$ cat config.mk
export PLATFORM = sky130hd
export DESIGN_NAME = sfr_back_flat
export DESIGN_NICKNAME = d
export VERILOG_FILES = /design/src/rtl/core/sfr_pkg.sv /design/src/rtl/core/sfr_stream_if.sv /design/src/rtl/core/sfr_back.sv /design/src/flat_wrapper.sv
export SDC_FILE = /design/constraint.sdc
export NUM_CORES = 1
export LEC_CHECK = 0
export BUFFER_PORTS_ARGS = -buffer_cell sky130_fd_sc_hd__buf_2
export CAP_MARGIN = 20
export CORE_AREA = 3 3 70 72
export CTS_CLUSTER_DIAMETER = 60
export DETAILED_ROUTE_END_ITERATION = 10
export DIE_AREA = 0 0 73 75
export PLACE_DENSITY = 0.57
export RECOVER_POWER = 25
export SLEW_MARGIN = 20
export SYNTH_ARGS = -nofsm -noshare
export SYNTH_HDL_FRONTEND = slang
export SYNTH_SLANG_ARGS = --single-unit
export TNS_END_PERCENT = 100
$ cat constraint.sdc
create_clock -name clk -period 1.7 [get_ports clk]
set_clock_uncertainty 0.15 [all_clocks]
set_input_delay 0.34 -clock clk [delete_from_list [all_inputs] [get_ports clk]]
set_output_delay 0.34 -clock clk [all_outputs]
set_load 0.05 [all_outputs]
$ cat src/rtl/core/sfr_pkg.sv
// ----------------------------------------------------------------------------
// sfr_pkg
// Shared types, constants and helpers for the S.BUS frame receiver.
// ----------------------------------------------------------------------------
package sfr_pkg;

	// frame format
	localparam int NUM_CHANNELS  = 16;
	localparam int FRAME_BYTES   = 25;
	localparam int BUF_BYTES     = FRAME_BYTES - 1;
	localparam int CH_BITS       = 11;
	localparam int PAYLOAD_BITS  = NUM_CHANNELS * CH_BITS;
	localparam int BUF_BITS      = BUF_BYTES * 8;
	localparam int CNT_W         = $clog2(FRAME_BYTES);
	localparam int CH_IDX_W      = $clog2(NUM_CHANNELS);
	localparam int STAT_W        = 15;

	// default for the statistics parameter of the top level
	localparam int STAT_CHANNELS_DEF = 8;

	// command queue between front and back
	localparam int QUEUE_DEPTH = 2;
	localparam int QPTR_W      = (QUEUE_DEPTH > 1) ? $clog2(QUEUE_DEPTH) : 1;
	localparam int QCNT_W      = $clog2(QUEUE_DEPTH + 1);

	// byte codes
	localparam logic [7:0] START_BYTE     = 8'h0f;
	localparam logic [7:0] END_BYTE_ZERO  = 8'h00;
	localparam logic [4:0] END_LOW_PATTERN = 5'h03;

	// pulse encoding and statistics reset values
	localparam logic [CH_BITS-1:0] PULSE_BASE  = 11'd1000;
	localparam logic [9:0]         PULSE_SPAN  = 10'd1000;
	localparam logic [STAT_W-1:0]  STAT_MIN_RESET = 15'd32767;
	localparam logic [STAT_W-1:0]  STAT_MAX_RESET = 15'd0;

	// operation codes of an input beat
	localparam logic OP_BYTE  = 1'b0;
	localparam logic OP_CLEAR = 1'b1;

	typedef struct packed {
		logic       op;
		logic [7:0] data_byte;
	} in_item_t;

	typedef struct packed {
		logic [CH_IDX_W-1:0] channel;
		logic [CH_BITS-1:0]  pulse_value;
		logic                frame_ok;
		logic [STAT_W-1:0]   range_min;
		logic [STAT_W-1:0]   range_max;
		logic                last;
	} out_item_t;

	typedef enum logic {
		CMD_CLEAR,
		CMD_FRAME
	} cmd_kind_t;

	typedef struct packed {
		cmd_kind_t               kind;
		logic                    ok;
		logic [PAYLOAD_BITS-1:0] payload;
	} cmd_t;

	typedef enum logic {
		BK_IDLE,
		BK_EMIT
	} back_state_t;

	// end byte is zero, or its low five bits are 0x03
	function automatic logic end_byte_good(input logic [7:0] b);
		return (b == END_BYTE_ZERO) || (b[4:0] == END_LOW_PATTERN);
	endfunction

	// 1000 + v * 1000 / 2048
	function automatic logic [CH_BITS-1:0] scale_pulse(input logic [CH_BITS-1:0] v);
		logic [CH_BITS+9:0] prod;
		prod = v * PULSE_SPAN;
		return PULSE_BASE + {1'b0, prod[CH_BITS+9:CH_BITS]};
	endfunction

endpackage

$ cat src/rtl/core/sfr_stream_if.sv
// ----------------------------------------------------------------------------
// sfr_stream_if
// Valid/ready stream channel carrying one payload per beat.
// ----------------------------------------------------------------------------
interface sfr_stream_if #(
	parameter type payload_t = logic
);
	logic     valid;
	logic     ready;
	payload_t payload;

	modport source (output valid, output payload, input ready);
	modport sink   (input valid, input payload, output ready);
endinterface

$ cat src/rtl/core/sfr_back.sv
// ----------------------------------------------------------------------------
// sfr_back
// Carries out queued commands: clears statistics, or scales one channel per
// beat, updates the stored values and running min/max, and emits results.
// ----------------------------------------------------------------------------
module sfr_back #(
	parameter int STAT_CHANNELS = sfr_pkg::STAT_CHANNELS_DEF
) (
	input  logic          clk,
	input  logic          arst_n,
	input  logic          head_valid,
	input  sfr_pkg::cmd_t head_cmd,
	output logic          pop,
	sfr_stream_if.source  result
);

	sfr_pkg::back_state_t          state_q;
	sfr_pkg::back_state_t          state_d;
	logic [sfr_pkg::CH_IDX_W-1:0]  idx_q;
	logic [sfr_pkg::CH_BITS-1:0]   store_q [sfr_pkg::NUM_CHANNELS];
	logic [sfr_pkg::STAT_W-1:0]    min_q [STAT_CHANNELS];
	logic [sfr_pkg::STAT_W-1:0]    max_q [STAT_CHANNELS];
	sfr_pkg::out_item_t            out_q;
	logic                          out_valid_q;
	logic                          load;
	logic                          clear_stats;
	logic                          idx_last;
	logic                          is_stat;
	logic [sfr_pkg::CH_BITS-1:0]   raw;
	logic [sfr_pkg::CH_BITS-1:0]   value;
	logic [sfr_pkg::STAT_W-1:0]    value_w;
	logic [sfr_pkg::STAT_W-1:0]    cur_min;
	logic [sfr_pkg::STAT_W-1:0]    cur_max;
	logic [sfr_pkg::STAT_W-1:0]    new_min;
	logic [sfr_pkg::STAT_W-1:0]    new_max;

	assign idx_last = (idx_q == sfr_pkg::CH_IDX_W'(sfr_pkg::NUM_CHANNELS - 1));

	// next state and command handling
	always_comb begin
		state_d     = state_q;
		pop         = 1'b0;
		load        = 1'b0;
		clear_stats = 1'b0;
		case (state_q)
			sfr_pkg::BK_IDLE: begin
				if (head_valid) begin
					if (head_cmd.kind == sfr_pkg::CMD_CLEAR) begin
						clear_stats = 1'b1;
						pop         = 1'b1;
					end else begin
						state_d = sfr_pkg::BK_EMIT;
					end
				end
			end
			sfr_pkg::BK_EMIT: begin
				load = !out_valid_q || result.ready;
				if (load && idx_last) begin
					pop     = 1'b1;
					state_d = sfr_pkg::BK_IDLE;
				end
			end
			default: state_d = sfr_pkg::BK_IDLE;
		endcase
	end

	// channel value: freshly scaled on a good frame, else the stored one
	assign raw     = head_cmd.payload[sfr_pkg::CH_BITS*idx_q +: sfr_pkg::CH_BITS];
	assign value   = head_cmd.ok ? sfr_pkg::scale_pulse(raw) : store_q[idx_q];
	assign value_w = sfr_pkg::STAT_W'(value);

	// select this channel's statistics
	always_comb begin
		is_stat = 1'b0;
		cur_min = sfr_pkg::STAT_MIN_RESET;
		cur_max = sfr_pkg::STAT_MAX_RESET;
		for (int j = 0; j < STAT_CHANNELS; j++) begin
			if (idx_q == sfr_pkg::CH_IDX_W'(j)) begin
				is_stat = 1'b1;
				cur_min = min_q[j];
				cur_max = max_q[j];
			end
		end
	end

	assign new_min = (value_w < cur_min) ? value_w : cur_min;
	assign new_max = (value_w > cur_max) ? value_w : cur_max;

	// state register and channel counter
	always_ff @(posedge clk or negedge arst_n) begin
		if (!arst_n) begin
			state_q <= sfr_pkg::BK_IDLE;
			idx_q   <= '0;
		end else begin
			state_q <= state_d;
			if (load)
				idx_q <= idx_q + sfr_pkg::CH_IDX_W'(1);
		end
	end

	// stored channel values
	always_ff @(posedge clk or negedge arst_n) begin
		if (!arst_n) begin
			for (int c = 0; c < sfr_pkg::NUM_CHANNELS; c++)
				store_q[c] <= sfr_pkg::PULSE_BASE;
		end else if (load && head_cmd.ok) begin
			store_q[idx_q] <= value;
		end
	end

	// running min and max
	always_ff @(posedge clk or negedge arst_n) begin
		if (!arst_n) begin
			for (int j = 0; j < STAT_CHANNELS; j++) begin
				min_q[j] <= sfr_pkg::STAT_MIN_RESET;
				max_q[j] <= sfr_pkg::STAT_MAX_RESET;
			end
		end else begin
			for (int j = 0; j < STAT_CHANNELS; j++) begin
				if (clear_stats) begin
					min_q[j] <= sfr_pkg::STAT_MIN_RESET;
					max_q[j] <= sfr_pkg::STAT_MAX_RESET;
				end else if (load && (idx_q == sfr_pkg::CH_IDX_W'(j))) begin
					min_q[j] <= new_min;
					max_q[j] <= new_max;
				end
			end
		end
	end

	// output register valid
	always_ff @(posedge clk or negedge arst_n) begin
		if (!arst_n)
			out_valid_q <= 1'b0;
		else if (load)
			out_valid_q <= 1'b1;
		else if (result.ready)
			out_valid_q <= 1'b0;
	end

	// output register payload
	always_ff @(posedge clk) begin
		if (load) begin
			out_q.channel     <= idx_q;
			out_q.pulse_value <= value;
			out_q.frame_ok    <= head_cmd.ok;
			out_q.range_min   <= is_stat ? new_min : '0;
			out_q.range_max   <= is_stat ? new_max : '0;
			out_q.last        <= idx_last;
		end
	end

	assign result.valid   = out_valid_q;
	assign result.payload = out_q;

endmodule

$ cat src/flat_wrapper.sv
// flat-port wrapper written by rule: the top's interface ports become plain ports
module sfr_back_flat 
#(
	parameter int STAT_CHANNELS = sfr_pkg::STAT_CHANNELS_DEF
)
  (clk, arst_n, head_valid, head_cmd, pop, result_valid, result_payload, result_ready);
  sfr_stream_if result_i ();
  input  logic clk;
  input  logic arst_n;
  input  logic head_valid;
  input  sfr_pkg::cmd_t head_cmd;
  output logic pop;
  output wire logic [$bits(result_i.valid)-1:0] result_valid;
  output wire logic [$bits(result_i.payload)-1:0] result_payload;
  input wire logic [$bits(result_i.ready)-1:0] result_ready;
  assign result_valid = result_i.valid;
  assign result_payload = result_i.payload;
  assign result_i.ready = result_ready;
  sfr_back #(.STAT_CHANNELS(STAT_CHANNELS)) u_core (.clk(clk), .arst_n(arst_n), .head_valid(head_valid), .head_cmd(head_cmd), .pop(pop), .result(result_i));
endmodule
==> results of run 1 <==
power by group:
group          internal [mW]  leakage [nW]  switching, mW
Clock                  0.163        0.0228         0.0766
Sequential             0.253        0.0756         0.0722
Combinational          0.247         0.135          0.203
Total                  0.663         0.234          0.351
cell usage after synthesis (all sizes together):
library cell	number
dfrtp	6
nand3	3
inv	1
xnor2	3
buf	1
or2b	1
a31oi	1
mux2	1
a21oi	1
nand2	3
and3	2
nor2	1
nand2b	1
edfxtp	1
ha	1
cells by family (layout without fill, tap and decap cells):
| logic type | Yosys count | after routing | synth area share [%] |
|---|---|---|---|
| and+or+nand+nor | 11 | 11 | 21.5 |
| AOI/OAI and AO/OA | 2 | 2 | 3.40 |
| adders and majority gates | 1 | 1 | 3.77 |
| buffers and inverters | 2 | 20 | 4.53 |
| DFF | 7 | 7 | 54.3 |
| muxes | 1 | 1 | 4.53 |
| xor gates and xnor gates | 3 | 3 | 7.93 |
path summary, 6_finish.rpt:
path / startpoint / endpoint / slack [ns] / cells past startpoint
max in group asynchronous: arst_n / u_core.result.valid / 0.78 / 2
max: u_core.idx_q[1] / pop / -0.05 / 5
max reg2reg: u_core.idx_q[0] / u_core.result.payload / 0.43 / 3
min: head_valid / u_core.state_q / 0.28 / 3
min in group asynchronous: arst_n / u_core.idx_q[1] / 0.37 / 2
min reg2reg: u_core.idx_q[3] / u_core.idx_q[3] / 0.33 / 1
area by class of cell:
| type | instances | area, um2 | area share (%) |
|---|---|---|---|
| inverters | 1 | 3.75 | 0.680 |
| flip-flops and latches | 7 | 180 | 32.7 |
| well taps | 52 | 65.1 | 11.8 |
| clock buffers | 4 | 45.0 | 8.16 |
| repair buffers | 15 | 106 | 19.3 |
| multi-input cells | 18 | 151 | 27.4 |
state kept, by name (all words and copies together) (netlist names):
register,flops
u_core.idx_q,4
u_core.result.payload,1
u_core.result.valid,1
u_core.state_q,1
worst min-delay path: cells and delay by family:
kind            cells  cell delay (ns)
buf+inv             1             0.11
compound gates      2             0.16
routing by layer:
metal  share of wire (%)  routed length [um]  vias up
li1                    -                   -      125
met1                  47                 372      116
met2                  39                 314        9
met3                 9.4                  75        5
met4                 4.8                  38        0
met5                   0                   0        -
per-stage QoR:
step / util (%) / instance area, um2 / hold slack [ns] / setup slack (ns)
4_1_cts: 12.2 / 531 / 0.275 / -0.0731
2_1_floorplan: - / 332 / -0.106 / 0.0298
6_report: 12.7 / 552 / 0.280 / -0.0537
5_1_grt: 12.7 / 552 / 0.306 / -0.124
3_3_place_gp: 9.83 / 428 / 0.0185 / 0.0757
3_5_place_dp: 9.83 / 428 / 0.0244 / 0.0608
timing repair:
action / CTS / global route
endpoints found under the setup margin: 1 / 1
endpoints found under the hold margin: 6 / 0
pin swaps: 2 / 2
hold buffers: 1 / 0
setup buffers: 3 / 3
resized for setup: 7 / 0
==> flow_metrics.env, run 1 <==
export IMPL_fin_cells=97
export IMPL_grt_antenna_before_repair=0
export IMPL_grt_pass1_wl_um=1350
export IMPL_cts_buffers=3
export IMPL_syn_nets=210
export IMPL_totalWireLength_um=800
export IMPL_syn2layout_area_growth_pct=66.4
export IMPL_first_pass_iters=2
export IMPL_synth_seq_area_share_pct=54.3
export IMPL_place_inst=86
export IMPL_drt_initial_drc_count=19
export IMPL_setup_viol=1
export IMPL_final_cell_mix="buf_4 (7), dfrtp_1 (6), buf_2 (5)"
export IMPL_max_stage_delay_ns=0.35
export IMPL_grtUsageMet3_pct=1.60
export IMPL_fp_dieW_um=73
export IMPL_cts_sinks=7
export IMPL_dp_hpwl_um=554
export IMPL_ys_ff_latch=7
export IMPL_worstSkewPairLatency_ns=0.23
export IMPL_grt_max_degree=9
export IMPL_rows=24
export IMPL_vias=255
export IMPL_diodes=0
export IMPL_gp_congestion=0.656
export IMPL_slew_violations=0
export IMPL_gr_usage_all_layers_pct=3.67
export IMPL_cp_required_ns=1.21
export IMPL_slew_headroom_pct=77.8
export IMPL_grt_ovfl_total=0
export IMPL_ioPinCount=185
export IMPL_synth_top_area_share_pct=45.3
export IMPL_vdd_ir_drop_max_mv=0.239
export IMPL_drtAntennaViolNets=0
export IMPL_fillCellCount=488
export IMPL_critPathKind="register to output pin"
export IMPL_drc=0
export IMPL_drive_gt1_share_pct=51.1
export IMPL_start_util_pct=7.61
export IMPL_cts_clk_slew_worst_paths_ns=0.04
export IMPL_yosys_warnings=0
export IMPL_fin_total_pwr_mw=1.01
export IMPL_drv_cap=0
export IMPL_synth_largest_area_cell="dfrtp_1"
export IMPL_fin_crit_sh_pct=103
export IMPL_tightest_slew_ns=0.333
export IMPL_wire_per_inst_um=8.25
export IMPL_violations="negative setup slack"
export IMPL_cp_arrival_ns=1.26
export IMPL_globalRouteMet2Util_pct=4.67
export IMPL_syn_area_um2=332
export IMPL_nets=229
export IMPL_min_path_type="input pin to register"
export IMPL_ctsLongestPathBuffers=2
export IMPL_grt_busiest_layer="met2"
export IMPL_fin_ws_ns=-0.0537
export IMPL_hold_viol=0
export IMPL_p_leak_nw=0.234
export IMPL_cp_cell_sequence="ha_2, and3_4, nand3_2, nand2_2, buf_8"
export IMPL_clockRootBuffer="clkbuf_8"
export IMPL_synth_area_leaders="dfrtp_1 (45%), edfxtp_1 (9.1%), xnor2_1 (7.9%)"
export IMPL_cts_tree="yes"
export IMPL_fp_coreArea_mm2=0.00435
export IMPL_die_area_mm2=0.00548
export IMPL_critPathCaptureType="output pin"
export IMPL_first_global_vias=281
export IMPL_max_freq_mhz=570
export IMPL_synthCells=27
export IMPL_power_density_mw_per_mm2=1840
export IMPL_yosysUniqueCellTypes=16
export IMPL_die_y_um=75
export IMPL_avgSynthCellArea_um2=12.3
export IMPL_final_common_cell="buf_4"
export IMPL_use_met1_pct=4.17
export IMPL_crit_buf_inv=1
export IMPL_slowest_stage="dfrtp_1"
export IMPL_tns_ns=-0.0537
export IMPL_outcome="finished, violations left"
export IMPL_start_kind="register"
export IMPL_numPortBuffers=7
export IMPL_crit_fanout=2
export IMPL_vias_per_cell=2.63
export IMPL_htree_levels=1
export IMPL_path_delay_family="flip-flops"
export IMPL_min_period_ns=1.75
export IMPL_grt_setup_unrepaired="true"
No activity file was read; power rests on OpenSTA's default activity.
==> inputs of run 2 (changes only) <==
==> constraint.sdc (replaced) <==
create_clock -name clk -period 1.98 [get_ports clk]
set_clock_uncertainty 0.15 [all_clocks]
set_input_delay 0.396 -clock clk [delete_from_list [all_inputs] [get_ports clk]]
set_output_delay 0.396 -clock clk [all_outputs]
set_load 0.05 [all_outputs]
==> flow_metrics.env, run 2 (synthesized netlist as in run 1, its figures left out) <==
export IMPL_first_pass_iters=2
export IMPL_start_util_pct=7.61
export IMPL_reg2reg_slack_ns=0.74
export IMPL_drive_gt1_share_pct=35.9
export IMPL_worstSkewPairLatency_ns=0.23
export IMPL_gp_congestion=0.655
export IMPL_syn2layout_area_growth_pct=48.7
export IMPL_nets=223
export IMPL_fillCellCount=489
export IMPL_cts_sinks=7
export IMPL_slew_headroom_pct=78.3
export IMPL_gr_usage_all_layers_pct=3.50
export IMPL_clockRootBuffer="clkbuf_8"
export IMPL_start_kind="register"
export IMPL_min_period_ns=1.87
export IMPL_outcome="finished, final reports clean"
export IMPL_drv_cap=0
export IMPL_final_area_um2=493
export IMPL_swShare_pct=36.4
export IMPL_multi_input_comb_area_um2=141
export IMPL_seq_area_um2=180
export IMPL_largest_register_ffs=4
export IMPL_die_y_um=75
export IMPL_min_path_type="register to register"
export IMPL_cts_tree="yes"
export IMPL_slew_violations=0
export IMPL_ioPinCount=185
export IMPL_cts_buffers=3
export IMPL_grt_max_degree=9
export IMPL_fin_crit_sh_pct=94.7
export IMPL_grt_pass1_wl_um=1210
export IMPL_vias_per_cell=2.58
export IMPL_seqPwrFrac_pct=35.7
export IMPL_cts_clk_slew_worst_paths_ns=0.04
export IMPL_tightest_slew_ns=0.325
export IMPL_max_freq_mhz=534
export IMPL_wl_met1_um=358
export IMPL_rows=24
export IMPL_hold_viol=0
export IMPL_diodes=0
export IMPL_numPortBuffers=7
export IMPL_hold_start="u_core.idx_q[3]"
export IMPL_comb_power_share_pct=38.5
export IMPL_drtAntennaViolNets=0
export IMPL_wl_met3_um=75
export IMPL_r2r_end="u_core.idx_q[1]"
export IMPL_p_leak_nw=0.204
export IMPL_wl_met2_um=306
export IMPL_worst_r2r_cell_count=2
export IMPL_cp_arrival_ns=1.33
export IMPL_routed_top_layer="met4"
export IMPL_pwr_share_clk_pct=25.8
export IMPL_crit_fanout=3
export IMPL_ctsLongestPathBuffers=2
export IMPL_vias=235
export IMPL_worst_hold_path_num_cells=1
export IMPL_tns_ns=0
export IMPL_grt_ovfl_total=0
export IMPL_fp_coreArea_mm2=0.00435
export IMPL_die_area_mm2=0.00548
export IMPL_final_common_cell="dfrtp_1"
export IMPL_worstSetupStartpoint="u_core.idx_q[1]"
export IMPL_critPathKind="register to output pin"
export IMPL_setup_viol=0
export IMPL_fp_dieW_um=73
export IMPL_wire_per_inst_um=8.51
export IMPL_critPathCaptureType="output pin"
export IMPL_power_switching_mw=0.285
export IMPL_cp_required_ns=1.43
export IMPL_hold_end="u_core.idx_q[3]"
export IMPL_drc=0
export IMPL_grt_setup_unrepaired="false"
export IMPL_final_cell_mix="dfrtp_1 (6), buf_2 (5), nand3_1 (3), xnor2_1 (3), clkbuf_8 (3)"
export IMPL_drt_initial_drc_count=17
export IMPL_vdd_ir_drop_max_mv=0.223
export IMPL_largest_register="u_core.idx_q"
export IMPL_power_density_mw_per_mm2=1590
export IMPL_regToRegStartpoint="u_core.idx_q[1]"
export IMPL_totalWireLength_um=774
export IMPL_internal_power_mw=0.499
export IMPL_dp_hpwl_um=567
export IMPL_detailed_place_area_um2=420
export IMPL_grt_antenna_before_repair=0
export IMPL_first_global_vias=246
export IMPL_htree_levels=1
-- run 2: stage by stage --
step / setup slack [ns] / util, % / hold slack [ns] / total power [mW] / cells
global placement: 0.268 / 9.66 / 0.0739 / 0.533 / 85
global route: 0.000425 / 11.3 / 0.350 / 0.831 / 91
finish: 0.106 / 11.3 / 0.326 / 0.784 / 91
detailed placement: 0.250 / 9.66 / 0.0780 / 0.551 / 85
floorplan: 0.254 / - / -0.0496 / 0.504 / 27
CTS: 0.0375 / 11.0 / 0.326 / 0.774 / 90
-- run 2: area by class of cell --
cell class	instances	share of cell area, %
inverter	1	0.761
multi-input combinational	18	28.7
tap	52	13.2
sequential	7	36.5
clock buffer	4	9.14
timing repair buffer	9	11.7
-- run 2: power groups by stage --
stage / combinational, mW / sequential (mW) / clock [mW]
floorplan: 0.202 / 0.302 / 0
global placement: 0.253 / 0.280 / 0
detailed placement: 0.267 / 0.284 / 0
CTS: 0.281 / 0.284 / 0.210
global route: 0.324 / 0.289 / 0.217
finish: 0.302 / 0.280 / 0.202
-- run 2: how the worst max path moves through the flow --
stage          endpoint  cells after the start  slack [ns]
2_1_floorplan       pop                      3        0.25
3_3_place_gp        pop                      5        0.27
3_5_place_dp        pop                      5        0.25
4_1_cts             pop                      5        0.04
5_1_grt             pop                      5      0.0004
6_report            pop                      5        0.11
-- run 2: critical path, stage by stage, from the launching register on --
cell and delay, ns:
dfrtp_1 0.37, ha_1 0.20, and3_4 0.20, nand3_1 0.07, nand2_1 0.09, buf_6 0.16
-- run 2: what timing repair did --
| action | in CTS | in global routing |
|---|---|---|
| buffers inserted | 0 | 1 |
| resized for setup | 1 | 2 |
| hold endpoints to repair | 6 | 0 |
| endpoints found under the setup margin | 1 | 1 |
| hold buffers | 1 | 0 |
| gates cloned | 0 | 0 |
-- run 2: layer usage --
| metal | track usage, % | up-vias |
|---|---|---|
| met4 | 3.69 | 0 |
| met1 | 3.61 | 106 |
| met2 | 4.27 | 9 |
| li1 | - | 115 |
| met5 | 0 | - |
| met3 | 2.67 | 5 |
