File: config.mk
export PLATFORM = sky130hd
export DESIGN_NAME = sfr_queue
export DESIGN_NICKNAME = d
export VERILOG_FILES = /design/src/rtl/core/sfr_pkg.sv /design/src/rtl/core/sfr_queue.sv
export SDC_FILE = /design/constraint.sdc
export NUM_CORES = 1
export LEC_CHECK = 0
export BUFFER_PORTS_ARGS = -buffer_cell sky130_fd_sc_hd__buf_2
export CAP_MARGIN = 5
export CORE_MARGIN = 5
export CORE_UTILIZATION = 33
export CTS_CLUSTER_DIAMETER = 200
export CTS_CLUSTER_SIZE = 14
export DETAILED_ROUTE_END_ITERATION = 12
export PLACE_DENSITY = 0.52
export SLEW_MARGIN = 10
export SYNTH_ARGS = -nofsm -noshare
export SYNTH_HDL_FRONTEND = slang
export SYNTH_SLANG_ARGS = --single-unit
export TNS_END_PERCENT = 100
File: constraint.sdc
create_clock -name clk -period 22.5 [get_ports clk]
set_input_delay 2.25 -clock clk [delete_from_list [all_inputs] [get_ports clk]]
set_output_delay 2.25 -clock clk [all_outputs]
set_load 0.01 [all_outputs]
File: src/rtl/core/sfr_pkg.sv
// ----------------------------------------------------------------------------
// sfr_pkg
// Shared types, constants and helpers for the S.BUS frame receiver.
// ----------------------------------------------------------------------------
package sfr_pkg;

	// frame format
	localparam int NUM_CHANNELS  = 16;
	localparam int FRAME_BYTES   = 25;
	localparam int BUF_BYTES     = FRAME_BYTES - 1;
	localparam int CH_BITS       = 11;
	localparam int PAYLOAD_BITS  = NUM_CHANNELS * CH_BITS;
	localparam int BUF_BITS      = BUF_BYTES * 8;
	localparam int CNT_W         = $clog2(FRAME_BYTES);
	localparam int CH_IDX_W      = $clog2(NUM_CHANNELS);
	localparam int STAT_W        = 15;

	// default for the statistics parameter of the top level
	localparam int STAT_CHANNELS_DEF = 8;

	// command queue between front and back
	localparam int QUEUE_DEPTH = 2;
	localparam int QPTR_W      = (QUEUE_DEPTH > 1) ? $clog2(QUEUE_DEPTH) : 1;
	localparam int QCNT_W      = $clog2(QUEUE_DEPTH + 1);

	// byte codes
	localparam logic [7:0] START_BYTE     = 8'h0f;
	localparam logic [7:0] END_BYTE_ZERO  = 8'h00;
	localparam logic [4:0] END_LOW_PATTERN = 5'h03;

	// pulse encoding and statistics reset values
	localparam logic [CH_BITS-1:0] PULSE_BASE  = 11'd1000;
	localparam logic [9:0]         PULSE_SPAN  = 10'd1000;
	localparam logic [STAT_W-1:0]  STAT_MIN_RESET = 15'd32767;
	localparam logic [STAT_W-1:0]  STAT_MAX_RESET = 15'd0;

	// operation codes of an input beat
	localparam logic OP_BYTE  = 1'b0;
	localparam logic OP_CLEAR = 1'b1;

	typedef struct packed {
		logic       op;
		logic [7:0] data_byte;
	} in_item_t;

	typedef struct packed {
		logic [CH_IDX_W-1:0] channel;
		logic [CH_BITS-1:0]  pulse_value;
		logic                frame_ok;
		logic [STAT_W-1:0]   range_min;
		logic [STAT_W-1:0]   range_max;
		logic                last;
	} out_item_t;

	typedef enum logic {
		CMD_CLEAR,
		CMD_FRAME
	} cmd_kind_t;

	typedef struct packed {
		cmd_kind_t               kind;
		logic                    ok;
		logic [PAYLOAD_BITS-1:0] payload;
	} cmd_t;

	typedef enum logic {
		BK_IDLE,
		BK_EMIT
	} back_state_t;

	// end byte is zero, or its low five bits are 0x03
	function automatic logic end_byte_good(input logic [7:0] b);
		return (b == END_BYTE_ZERO) || (b[4:0] == END_LOW_PATTERN);
	endfunction

	// 1000 + v * 1000 / 2048
	function automatic logic [CH_BITS-1:0] scale_pulse(input logic [CH_BITS-1:0] v);
		logic [CH_BITS+9:0] prod;
		prod = v * PULSE_SPAN;
		return PULSE_BASE + {1'b0, prod[CH_BITS+9:CH_BITS]};
	endfunction

endpackage

File: src/rtl/core/sfr_queue.sv
// ----------------------------------------------------------------------------
// sfr_queue
// Short command queue between the byte front end and the result back end.
// ----------------------------------------------------------------------------
module sfr_queue (
	input  logic          clk,
	input  logic          arst_n,
	input  logic          push,
	input  sfr_pkg::cmd_t push_cmd,
	input  logic          pop,
	output logic          full,
	output logic          head_valid,
	output sfr_pkg::cmd_t head_cmd
);

	sfr_pkg::cmd_t              mem_q [sfr_pkg::QUEUE_DEPTH];
	logic [sfr_pkg::QPTR_W-1:0] wr_ptr_q;
	logic [sfr_pkg::QPTR_W-1:0] rd_ptr_q;
	logic [sfr_pkg::QCNT_W-1:0] count_q;
	logic                       do_push;
	logic                       do_pop;

	assign full       = (count_q == sfr_pkg::QCNT_W'(sfr_pkg::QUEUE_DEPTH));
	assign head_valid = (count_q != '0);
	assign head_cmd   = mem_q[rd_ptr_q];
	assign do_push    = push && !full;
	assign do_pop     = pop && head_valid;

	function automatic logic [sfr_pkg::QPTR_W-1:0] ptr_inc(
		input logic [sfr_pkg::QPTR_W-1:0] p
	);
		if (p == sfr_pkg::QPTR_W'(sfr_pkg::QUEUE_DEPTH - 1))
			return '0;
		return p + sfr_pkg::QPTR_W'(1);
	endfunction

	// pointers and fill level
	always_ff @(posedge clk or negedge arst_n) begin
		if (!arst_n) begin
			wr_ptr_q <= '0;
			rd_ptr_q <= '0;
			count_q  <= '0;
		end else begin
			if (do_push)
				wr_ptr_q <= ptr_inc(wr_ptr_q);
			if (do_pop)
				rd_ptr_q <= ptr_inc(rd_ptr_q);
			if (do_push && !do_pop)
				count_q <= count_q + sfr_pkg::QCNT_W'(1);
			else if (do_pop && !do_push)
				count_q <= count_q - sfr_pkg::QCNT_W'(1);
		end
	end

	// entry storage
	always_ff @(posedge clk) begin
		if (do_push)
			mem_q[wr_ptr_q] <= push_cmd;
	end

endmodule

==> results of run 1 <==
## sequential cells by signal, summed over array words and instances, names as in the netlist
name,flops
rd_ptr_q,1
mem_q,356
wr_ptr_q,1
count_q,2
## cell families (layout without fill, tap and decap cells)
family / Yosys count / count (layout)
fa+ha+maj: 1 / 1
xor+xnor: 5 / 5
simple gates: 7 / 7
buf+inv: 22 / 412
other cells: 0 / 1
flops: 360 / 360
mux: 178 / 178
## through the flow
step	hold slack (ns)	cells	utilization [%]	setup slack, ns
after floorplan	0.456	573	-	12.06
after global placement	0.481	1454	39.0	17.56
after detailed placement	0.484	1454	39.0	17.53
after CTS	0.495	1495	41.0	16.94
after global routing	0.528	1496	41.0	16.86
final	0.498	1496	41.0	17.02
## per-layer routing
metal	vias to the layer above	wire, um
met5	-	11
met4	2	492
met3	37	2090
met2	206	14400
met1	3256	11100
li1	3021	-
## cell usage after synthesis
cell / n
and3_1: 1
buf_2: 6
buf_6: 14
dfrtp_1: 4
edfxtp_1: 356
ha_1: 1
inv_1: 2
mux2_2: 78
mux2_4: 100
nand2_1: 2
nand2b_1: 1
nor2_1: 2
or2_2: 1
xnor2_1: 3
xor2_1: 2
## cell type report
type	count	share of cell area, %
Clock buffer	39	4.59
Timing Repair Buffer	369	11.2
Multi-Input combinational cell	191	14.9
Tap cell	532	4.00
Sequential cell	360	64.9
Antenna cell	1	0.0151
Clock inverter	2	0.233
Inverter	2	0.0452
## power by group through the flow
stage | logic (mW) | registers (mW) | clock network [mW]
after floorplan | 0.473 | 0.994 | 0
after global placement | 0.700 | 0.974 | 0
after detailed placement | 0.699 | 0.976 | 0
after CTS | 0.701 | 0.962 | 0.475
after global routing | 0.733 | 0.971 | 0.504
final | 0.680 | 0.960 | 0.457
## how the worst min path moves through the flow
stage | endpoint | depth (start not counted)
finish | count_q[1]$_DFFE_PN0P_ | 1
global route | count_q[1]$_DFFE_PN0P_ | 1
CTS | count_q[1]$_DFFE_PN0P_ | 1
detailed placement | count_q[1]$_DFFE_PN0P_ | 1
global placement | count_q[1]$_DFFE_PN0P_ | 1
floorplan | count_q[1]$_DFFE_PN0P_ | 1
## critical path, stage by stage, from the launching register on
cell     delay [ns]
dfrtp_4        0.61
buf_4          0.67
buf_4          0.80
mux2_4         0.35
buf_2          0.14
==> impl_metrics.tcl, run 1 <==
set metrics [dict create \
    finalHoldViolCount 0 \
    grt_pass1_wl_um 40800 \
    nFillCells 3730 \
    vdd_drop_max_v 0.0000661 \
    p_switching_uw 610 \
    critPathLaunch "rd_ptr_q$_DFFE_PN0P_" \
    final_common_cell "buf_2" \
    synth_compound_area_share_pct 0 \
    rsz0062_at_grt "false" \
    gp_congestion 0.708 \
    synth_fa_ha_area_share_pct 0.0930 \
    crit_path_start_kind "flop" \
    yosysTopAreaCellShare_pct 79.4 \
    drc 0 \
    hold_start "count_q[1]$_DFFE_PN0P_" \
    port_buffers 361 \
    yosysTopAreaCell "edfxtp_1" \
    syn_nets 756 \
    synth_area_mm2 0.0135 \
    yosys.area_share.xor_xnor_pct 0.325 \
    synth.area.top_cells "edfxtp_1 (79%), mux2_4 (11%), mux2_2 (6.5%)" \
    syn_inst 573 \
    start_util_pct 33.2 \
    r2r_start "count_q[0]$_DFFE_PN0P_" \
    hold_path_class "reg -> reg" \
    die_y_um 212 \
    p_leak_nw 6.38 \
    met2_usage_pct 20.5 \
    final_cell_mix "buf_2 (361), edfxtp_1 (356), mux2_4 (100)" \
    fp.coreArea_mm2 0.0406 \
    crit_type "reg -> out" \
    yosysWarnings 0 \
    cts_resized 0 \
    fmax_mhz 182 \
    post-route-cell-area_mm2 0.0166 \
    grt.overflow.total 0 \
    power_switching_share_pct 29.1 \
    drv_cap 0 \
    combPwrFrac_pct 32.4 \
    final.period_utilization_pct 24.4 \
    cts_buffers 29 \
    drtIter0Drc 213 \
    grt_util_met3_pct 3.28 \
    clk_latency_ns 0.56 \
    placed_area_mm2 0.0158 \
    ant_nets 0 \
    setup_viol 0 \
    synth_cell_type_count 15 \
    hpwlAfterDp_um 19600 \
    rows 74 \
    power_mw 2.10 \
    avgSynthCellArea_um2 23.5 \
    synth_top_family_by_area "multiplexers" \
    required_ns 20.25 \
    grt_pass1_vias 6841 \
    die_area_mm2 0.0449 \
    seq_area_mm2 0.0108 \
    tightest_slew_ns 1.09 \
    synthMuxAreaShare_pct 17.7 \
    syn2layout_area_growth_pct 23.5 \
    grt_util_met1_pct 14.4 \
    min_period_ns 5.48 \
    path_max_fanout 49 \
    synth_seq_cells 360 \
    power.internal_mw 1.49 \
    h-tree-depth 1 \
    cp-end-kind "primary output" \
    status "finished, final reports clean" \
    fin_nets 1136 \
    postCtsSetupRepairBufs 0 \
    cts.sinks 360 \
    ys_seq_area_share_pct 80.2 \
    max_slew_margin_pct 27.4 \
    grt_max_degree 68 \
    wire_per_inst_um 18.8 \
    grt_usage_pct 11.7 \
    drt-total-wl_um 28100 \
    setup-tns-final_ns 0 \
    worstPathArrival_ns 3.23 \
    vias_per_cell 4.36 \
    cts_hold_buf 0 \
    synth-simple-area-share_pct 0.251 \
    fin_skew_ns 0.0211 \
    drv_slew 0 \
    dr.pass1.iters 4 \
    worstReg2RegEnd "mem_q[0][142]$_DFFE_PP_" \
    drive_gt1_share_pct 60.4 \
    rrSetupSlack_ns 19.63 \
    ff2ff_path_depth 5 \
    multiInputGateArea_mm2 0.00248 \
    cts_tree "done" \
    worstSetupEndpoint "head_cmd[86]" \
    die_w_um 212 \
    cts.clk_slew.worst_paths_ns 0.07 \
    antenna_found_initial 2 \
    power_frac_clock_pct 21.8 \
    power_density_mw_per_mm2 126 \
    cts-root-to-sink-buffers 3 \
    dr_total_vias 6522 \
    root_buffer "clkbuf_16" \
    grt_busiest_layer "met2" \
    seqPwrFrac_pct 45.8 \
    pin_count 362 \
]
No activity file was read; power rests on OpenSTA's default activity.
==> run 2, diff against run 1 <==
Settings changed: PLACE_DENSITY 0.52 to 0.54.
Clock period 22.5 ns to 4.5 ns, I/O delays scaled along.
==> run 2 against run 1 <==
Worst setup slack got worse by 16 ns. Worst hold slack got worse by 0.42 ns. Register-to-register slack got worse by 17 ns. Flip-flop and latch count did not move. Clock power rose to 5.1 times the previous value. Wire length rose by 1.3%. Clock skew fell by 0.011 ns. Non-clock buffer count rose by 4. Critical path type unchanged.
==> impl_metrics.tcl, run 2 (synthesized netlist as in run 1, its figures left out) <==
set metrics [dict create \
    fin_nets 1140 \
    postCtsSetupRepairBufs 0 \
    root_buffer "clkbuf_16" \
    grt_max_degree 90 \
    vdd_drop_max_v 0.000356 \
    post-route-cell-area_mm2 0.0167 \
    cts_buffers 29 \
    drt-total-wl_um 28500 \
    rrSetupSlack_ns 2.21 \
    ff2ff_path_depth 3 \
    finalHoldViolCount 0 \
    die_w_um 212 \
    wire_per_inst_um 19.0 \
    cp-end-kind "primary output" \
    rows 74 \
    cts.sinks 360 \
    cts_tree "done" \
    status "finished, final reports clean" \
    cts_resized 0 \
    hpwlAfterDp_um 19300 \
    cts-root-to-sink-buffers 3 \
    dr_total_vias 6583 \
    setup_viol 0 \
    final.period_utilization_pct 67.0 \
    worstSetupEndpoint "head_cmd[35]" \
    rsz0062_at_grt "false" \
    fp.coreArea_mm2 0.0406 \
    max_slew_margin_pct 30.2 \
    port_buffers 361 \
    dr.pass1.iters 4 \
    ant_nets 0 \
    combPwrFrac_pct 32.3 \
    clk_latency_ns 0.56 \
    power_switching_share_pct 29.4 \
    final_common_cell "buf_2" \
    tightest_slew_ns 1.05 \
    drtIter0Drc 288 \
    r2r_start "count_q[0]$_DFFE_PN0P_" \
    pin_count 362 \
    syn2layout_area_growth_pct 24.4 \
    crit_path_start_kind "flop" \
    required_ns 4.05 \
    fmax_mhz 332 \
    drv_slew 0 \
    cts.clk_slew.worst_paths_ns 0.07 \
    reg_top3 "mem_q (356), count_q (2)" \
    start_util_pct 33.2 \
    power_frac_clock_pct 21.8 \
    antenna_found_initial 5 \
    fin_skew_ns 0.00983 \
    drive_gt1_share_pct 60.5 \
    power.internal_mw 7.47 \
    placed_area_mm2 0.0159 \
    worstPathArrival_ns 2.57 \
    worstReg2RegEnd "mem_q[1][140]$_DFFE_PP_" \
    drc 0 \
    die_area_mm2 0.0449 \
    utilization_pct 41.3 \
    h-tree-depth 1 \
    die_y_um 212 \
    gp_congestion 0.716 \
    hold_path_class "in -> reg" \
    p_switching_mw 3.11 \
    crit_type "reg -> out" \
    vias_per_cell 4.38 \
    instances_no_fill 1503 \
    largest_reg_flops 356 \
    min_period_ns 3.02 \
    grt_usage_pct 11.9 \
    seqPwrFrac_pct 45.9 \
    power_density_mw_per_mm2 632 \
    power_mw 10.6 \
    path_max_fanout 55 \
    grt.overflow.total 0 \
    dp.cells 1457 \
    grt_pass1_wl_um 41500 \
    p_leak_nw 6.43 \
    final_cell_mix "buf_2 (361), edfxtp_1 (356), mux2_4 (100)" \
    critPathLaunch "rd_ptr_q$_DFFE_PN0P_" \
    setup-tns-final_ns 0 \
    grt_pass1_vias 6982 \
    drv_cap 0 \
    cts_hold_buf 1 \
    regMostFlops "mem_q" \
]
==> run 2: changes by cell type in the layout (fill, tap and decap cells not counted), sizes merged <==
cell         delta
buf             +3
dlygate4sd3     +1
diode           +3
==> run 2: stage by stage <==
stage | worst slack (ns) | hold slack [ns]
after global routing | 1.34 | 0.0257
after detailed placement | 2.02 | 0.265
after floorplan | 0.783 | 0.154
final | 1.48 | 0.0739
after global placement | 2.02 | 0.262
after CTS | 1.39 | 0.0272
==> run 2: worst max-delay path: stages (launching register included) <==
cell and delay (ns):
dfrtp_4 1.02, buf_4 0.43, mux2_2 0.37, buf_2 0.14
==> run 2: cell type report <==
| type | count | area, um2 |
|---|---|---|
| clock buffers | 39 | 763 |
| repair buffers | 373 | 1970 |
| inverters | 2 | 7.51 |
| well taps | 532 | 666 |
| clock inverters | 2 | 38.8 |
| diodes | 4 | 10.0 |
| fillers | 3731 | 23800 |
| multi-input cells | 191 | 2480 |
| flip-flops and latches | 360 | 10800 |
==> run 2: how the worst min path moves through the flow <==
stage | from | endpoint | slack (ns) | cells past startpoint
2_1_floorplan | arst_n | count_q[0]$_DFFE_PN0P_ | 0.15 | 0
3_3_place_gp | arst_n | count_q[1]$_DFFE_PN0P_ | 0.26 | 1
3_5_place_dp | arst_n | count_q[1]$_DFFE_PN0P_ | 0.26 | 1
4_1_cts | push_cmd[136] | mem_q[0][136]$_DFFE_PP_ | 0.03 | 1
5_1_grt | push_cmd[46] | mem_q[1][46]$_DFFE_PP_ | 0.03 | 1
6_report | push_cmd[26] | mem_q[0][26]$_DFFE_PP_ | 0.07 | 1
==> run 2: metal layers <==
layer | track usage [%] | vias up | wire, um
met5 | 0 | - | 13
met4 | 3.62 | 2 | 725
met3 | 3.68 | 46 | 2160
met2 | 20.0 | 206 | 14100
met1 | 15.0 | 3294 | 11400
li1 | - | 3035 | -
==> run 2: power by group through the flow <==
stage | clock network, mW | logic (mW) | registers (mW)
2_1_floorplan | 0 | 2.37 | 4.83
3_3_place_gp | 0 | 3.51 | 4.92
3_5_place_dp | 0 | 3.51 | 4.95
4_1_cts | 2.40 | 3.52 | 4.88
5_1_grt | 2.53 | 3.67 | 4.93
6_report | 2.31 | 3.42 | 4.86
==> run 3, diff against run 2 <==
Settings changed: ABC_AREA set to 1, PLACE_DENSITY 0.54 to 0.53.
Clock period 4.5 ns to 2.8 ns, I/O delays scaled along.
==> run 3 against run 2 <==
First-iteration DRC count up 53%. Clock-buffer cell count up 1. Worst setup slack worse by 1.1 ns. Clock skew up 0.00055 ns. Register-to-register slack worse by 1.3 ns. Wire length up 13%. Combinational power up 76%. Worst hold slack about the same. Non-clock buffer count up 185. Utilization up 4.8 points. Synthesized area down 1.9%. Critical endpoint is now head_cmd[103]. Highest routed layer is now met4.
==> impl_metrics.tcl, run 3 <==
set metrics [dict create \
    synth_cell_type_count 15 \
    power_mw 17.3 \
    cts_buffers 29 \
    port_buffers 361 \
    grt.overflow.total 0 \
    yosysWarnings 0 \
    tightest_slew_ns 0.601 \
    synth_most_common_cell "nand2_1" \
    async_reset_ff_share_pct 1.11 \
    n_antenna_cell 0 \
    clk_latency_ns 0.55 \
    largest_reg_flops 356 \
    cp-end-kind "primary output" \
    grt_pass1_vias 8970 \
    synth_edf_count 356 \
    syn_nets 1144 \
    reg_top3 "mem_q (356), count_q (2)" \
    synth_seq_cells 360 \
    cp_cell_sequence "inv_6 > buf_12 > nand2_1 > nand2_1 > buf_2" \
    wire_per_inst_um 15.7 \
    fin_nets 1694 \
    rsz0062_at_grt "false" \
    synth-simple-area-share_pct 15.7 \
    avgSynthCellArea_um2 13.7 \
    fin_skew_ns 0.0104 \
    worstPathArrival_ns 2.09 \
    die_area_mm2 0.0441 \
    drc 0 \
    synth_top_family_by_area "simple AND/OR/NAND/NOR gates" \
    die_w_um 210 \
    crit_type "reg -> out" \
    placed_area_mm2 0.0157 \
    crit_path_top_delay_cell "dfrtp_4" \
    cpMostUsedCell "nand2_1" \
    vias_per_cell 4.28 \
    h-tree-depth 1 \
    syn2layout_area_growth_pct 38.3 \
    path_max_fanout 59 \
    post-route-cell-area_mm2 0.0183 \
    antenna_found_initial 0 \
    synth_fa_ha_area_share_pct 0.0948 \
    instances_no_fill 2046 \
    drive_gt1_share_pct 27.2 \
    ys_seq_area_share_pct 81.7 \
    dp.cells 1825 \
    cts.clk_slew.worst_paths_ns 0.07 \
    synthMuxAreaShare_pct 0 \
    utilization_pct 46.1 \
    power_density_mw_per_mm2 948 \
    dr.pass1.iters 4 \
    cts.sinks 360 \
    fp.coreArea_mm2 0.0396 \
    p_leak_nw 7.73 \
    hold_path_class "in -> async" \
    place_ws_ns 0.895 \
    fmax_mhz 422 \
    min_period_ns 2.37 \
    ys_dominant_reg_cell "edfxtp_1" \
    drv_slew 0 \
    final_common_cell "nand2_1" \
    setup_slack_ns 0.432 \
    cts_tree "done" \
    status "finished, final reports clean" \
    final.period_utilization_pct 84.6 \
    cts-root-to-sink-buffers 3 \
    root_buffer "clkbuf_16" \
    max_stage_delay_ns 0.53 \
    yosysTopAreaCell "edfxtp_1" \
    die_y_um 210 \
    synth_area_mm2 0.0132 \
    grt_max_degree 101 \
    dr_total_vias 8765 \
    required_ns 2.52 \
    ant_nets 0 \
    drv_cap 0 \
    yosys.area_share.xor_xnor_pct 0.0663 \
    max_slew_margin_pct 59.9 \
    grt_usage_pct 13.8 \
    rows 73 \
    syn_inst 961 \
    drtIter0Drc 440 \
    netlist_top_cells_count "nand2_1 (545), edfxtp_1 (356), buf_2 (21)" \
    synth.area.top_cells "edfxtp_1 (81%), nand2_1 (15%), buf_6 (1.0%)" \
    pin_count 362 \
    hpwlAfterDp_um 20400 \
    synth_compound_area_share_pct 0.0379 \
    postCtsSetupRepairBufs 0 \
    regMostFlops "mem_q" \
    start_util_pct 33.3 \
    gp_congestion 0.773 \
    yosysTopAreaCellShare_pct 81.0 \
    setup_viol 0 \
    final_cell_mix "nand2_1 (545), buf_2 (361), edfxtp_1 (356)" \
    drt-total-wl_um 32100 \
    finalHoldViolCount 0 \
    vdd_drop_max_v 0.000686 \
    crit_path_start_kind "flop" \
    grt_pass1_wl_um 49300 \
]
[run 3: cell types whose count changed in the layout (fill, tap and decap cells not counted), moves of 4 or more]
cell / change
nand2_1: +543
dlygate4sd3_1: +179
mux2_4: -100
mux2_2: -78
buf_12: +4
diode_2: -4
inv_1: +4
[run 3: cell type report]
class                   count  area (um2)
clock buffers              40         767
clock inverters             1        30.0
fillers                  3610       21400
inverters                   8        38.8
multi-input cells         554        2110
flip-flops and latches    360       10800
well taps                 525         657
repair buffers            558        3860
[run 3: worst paths after layout]
path / end / cells after the start / startpoint / slack, ns
hold reg to reg: count_q[1]$_DFFE_PN0P_ / 2 / count_q[1]$_DFFE_PN0P_ / 0.48
max in group asynchronous: rd_ptr_q$_DFFE_PN0P_ / 2 / arst_n / 2.59
setup reg to reg: mem_q[0][42]$_DFFE_PP_ / 6 / count_q[1]$_DFFE_PN0P_ / 0.90
hold / removal: count_q[1]$_DFFE_PN0P_ / 2 / arst_n / 0.07
setup / recovery: head_cmd[103] / 5 / rd_ptr_q$_DFFE_PN0P_ / 0.43
min in group clk: wr_ptr_q$_DFFE_PN0N_ / 5 / push / 0.14
[run 3: logic make-up after synthesis]
logic type / Yosys count
AOI/OAI and AO/OA: 1
xor gates and xnor gates: 1
adders and majority gates: 1
buffers and inverters: 47
DFF: 360
and+or+nand+nor: 551
[run 3: layer usage]
metal / GRT usage [%] / vias to the layer above / share of wire [%]
met5: 0 / - / 0
met1: 17.8 / 4095 / 42
li1: - / 4332 / -
met2: 22.8 / 297 / 47
met3: 4.96 / 41 / 9.4
met4: 3.02 / 0 / 2.0
[run 3: repair_timing]
action / 4_1_cts / 5_1_grt
hold buffers: 180 / 0
endpoints found under the hold margin: 361 / 0
gates resized for setup: 0 / 0
[run 3: where the power goes]
part	total (mW)	switching, mW	internal [mW]
Sequential	7.59	0.257	7.34
Combinational	6.01	3.96	2.04
Clock	3.71	1.74	1.97
Total	17.3	5.96	11.3
[run 3: stage by stage]
step | hold slack, ns | TNS [ns]
floorplan | -0.0156 | -340.08
global route | 0.0587 | 0
global placement | 0.0945 | 0
CTS | 0.0426 | 0
finish | 0.0739 | 0
detailed placement | 0.0953 | 0
[run 3: worst max-delay path, delay by kind of cell, from the launching register on]
family / cells / cell delay (ns)
buf+inv: 3 / 0.80
flops: 1 / 0.53
simple gates: 2 / 0.15
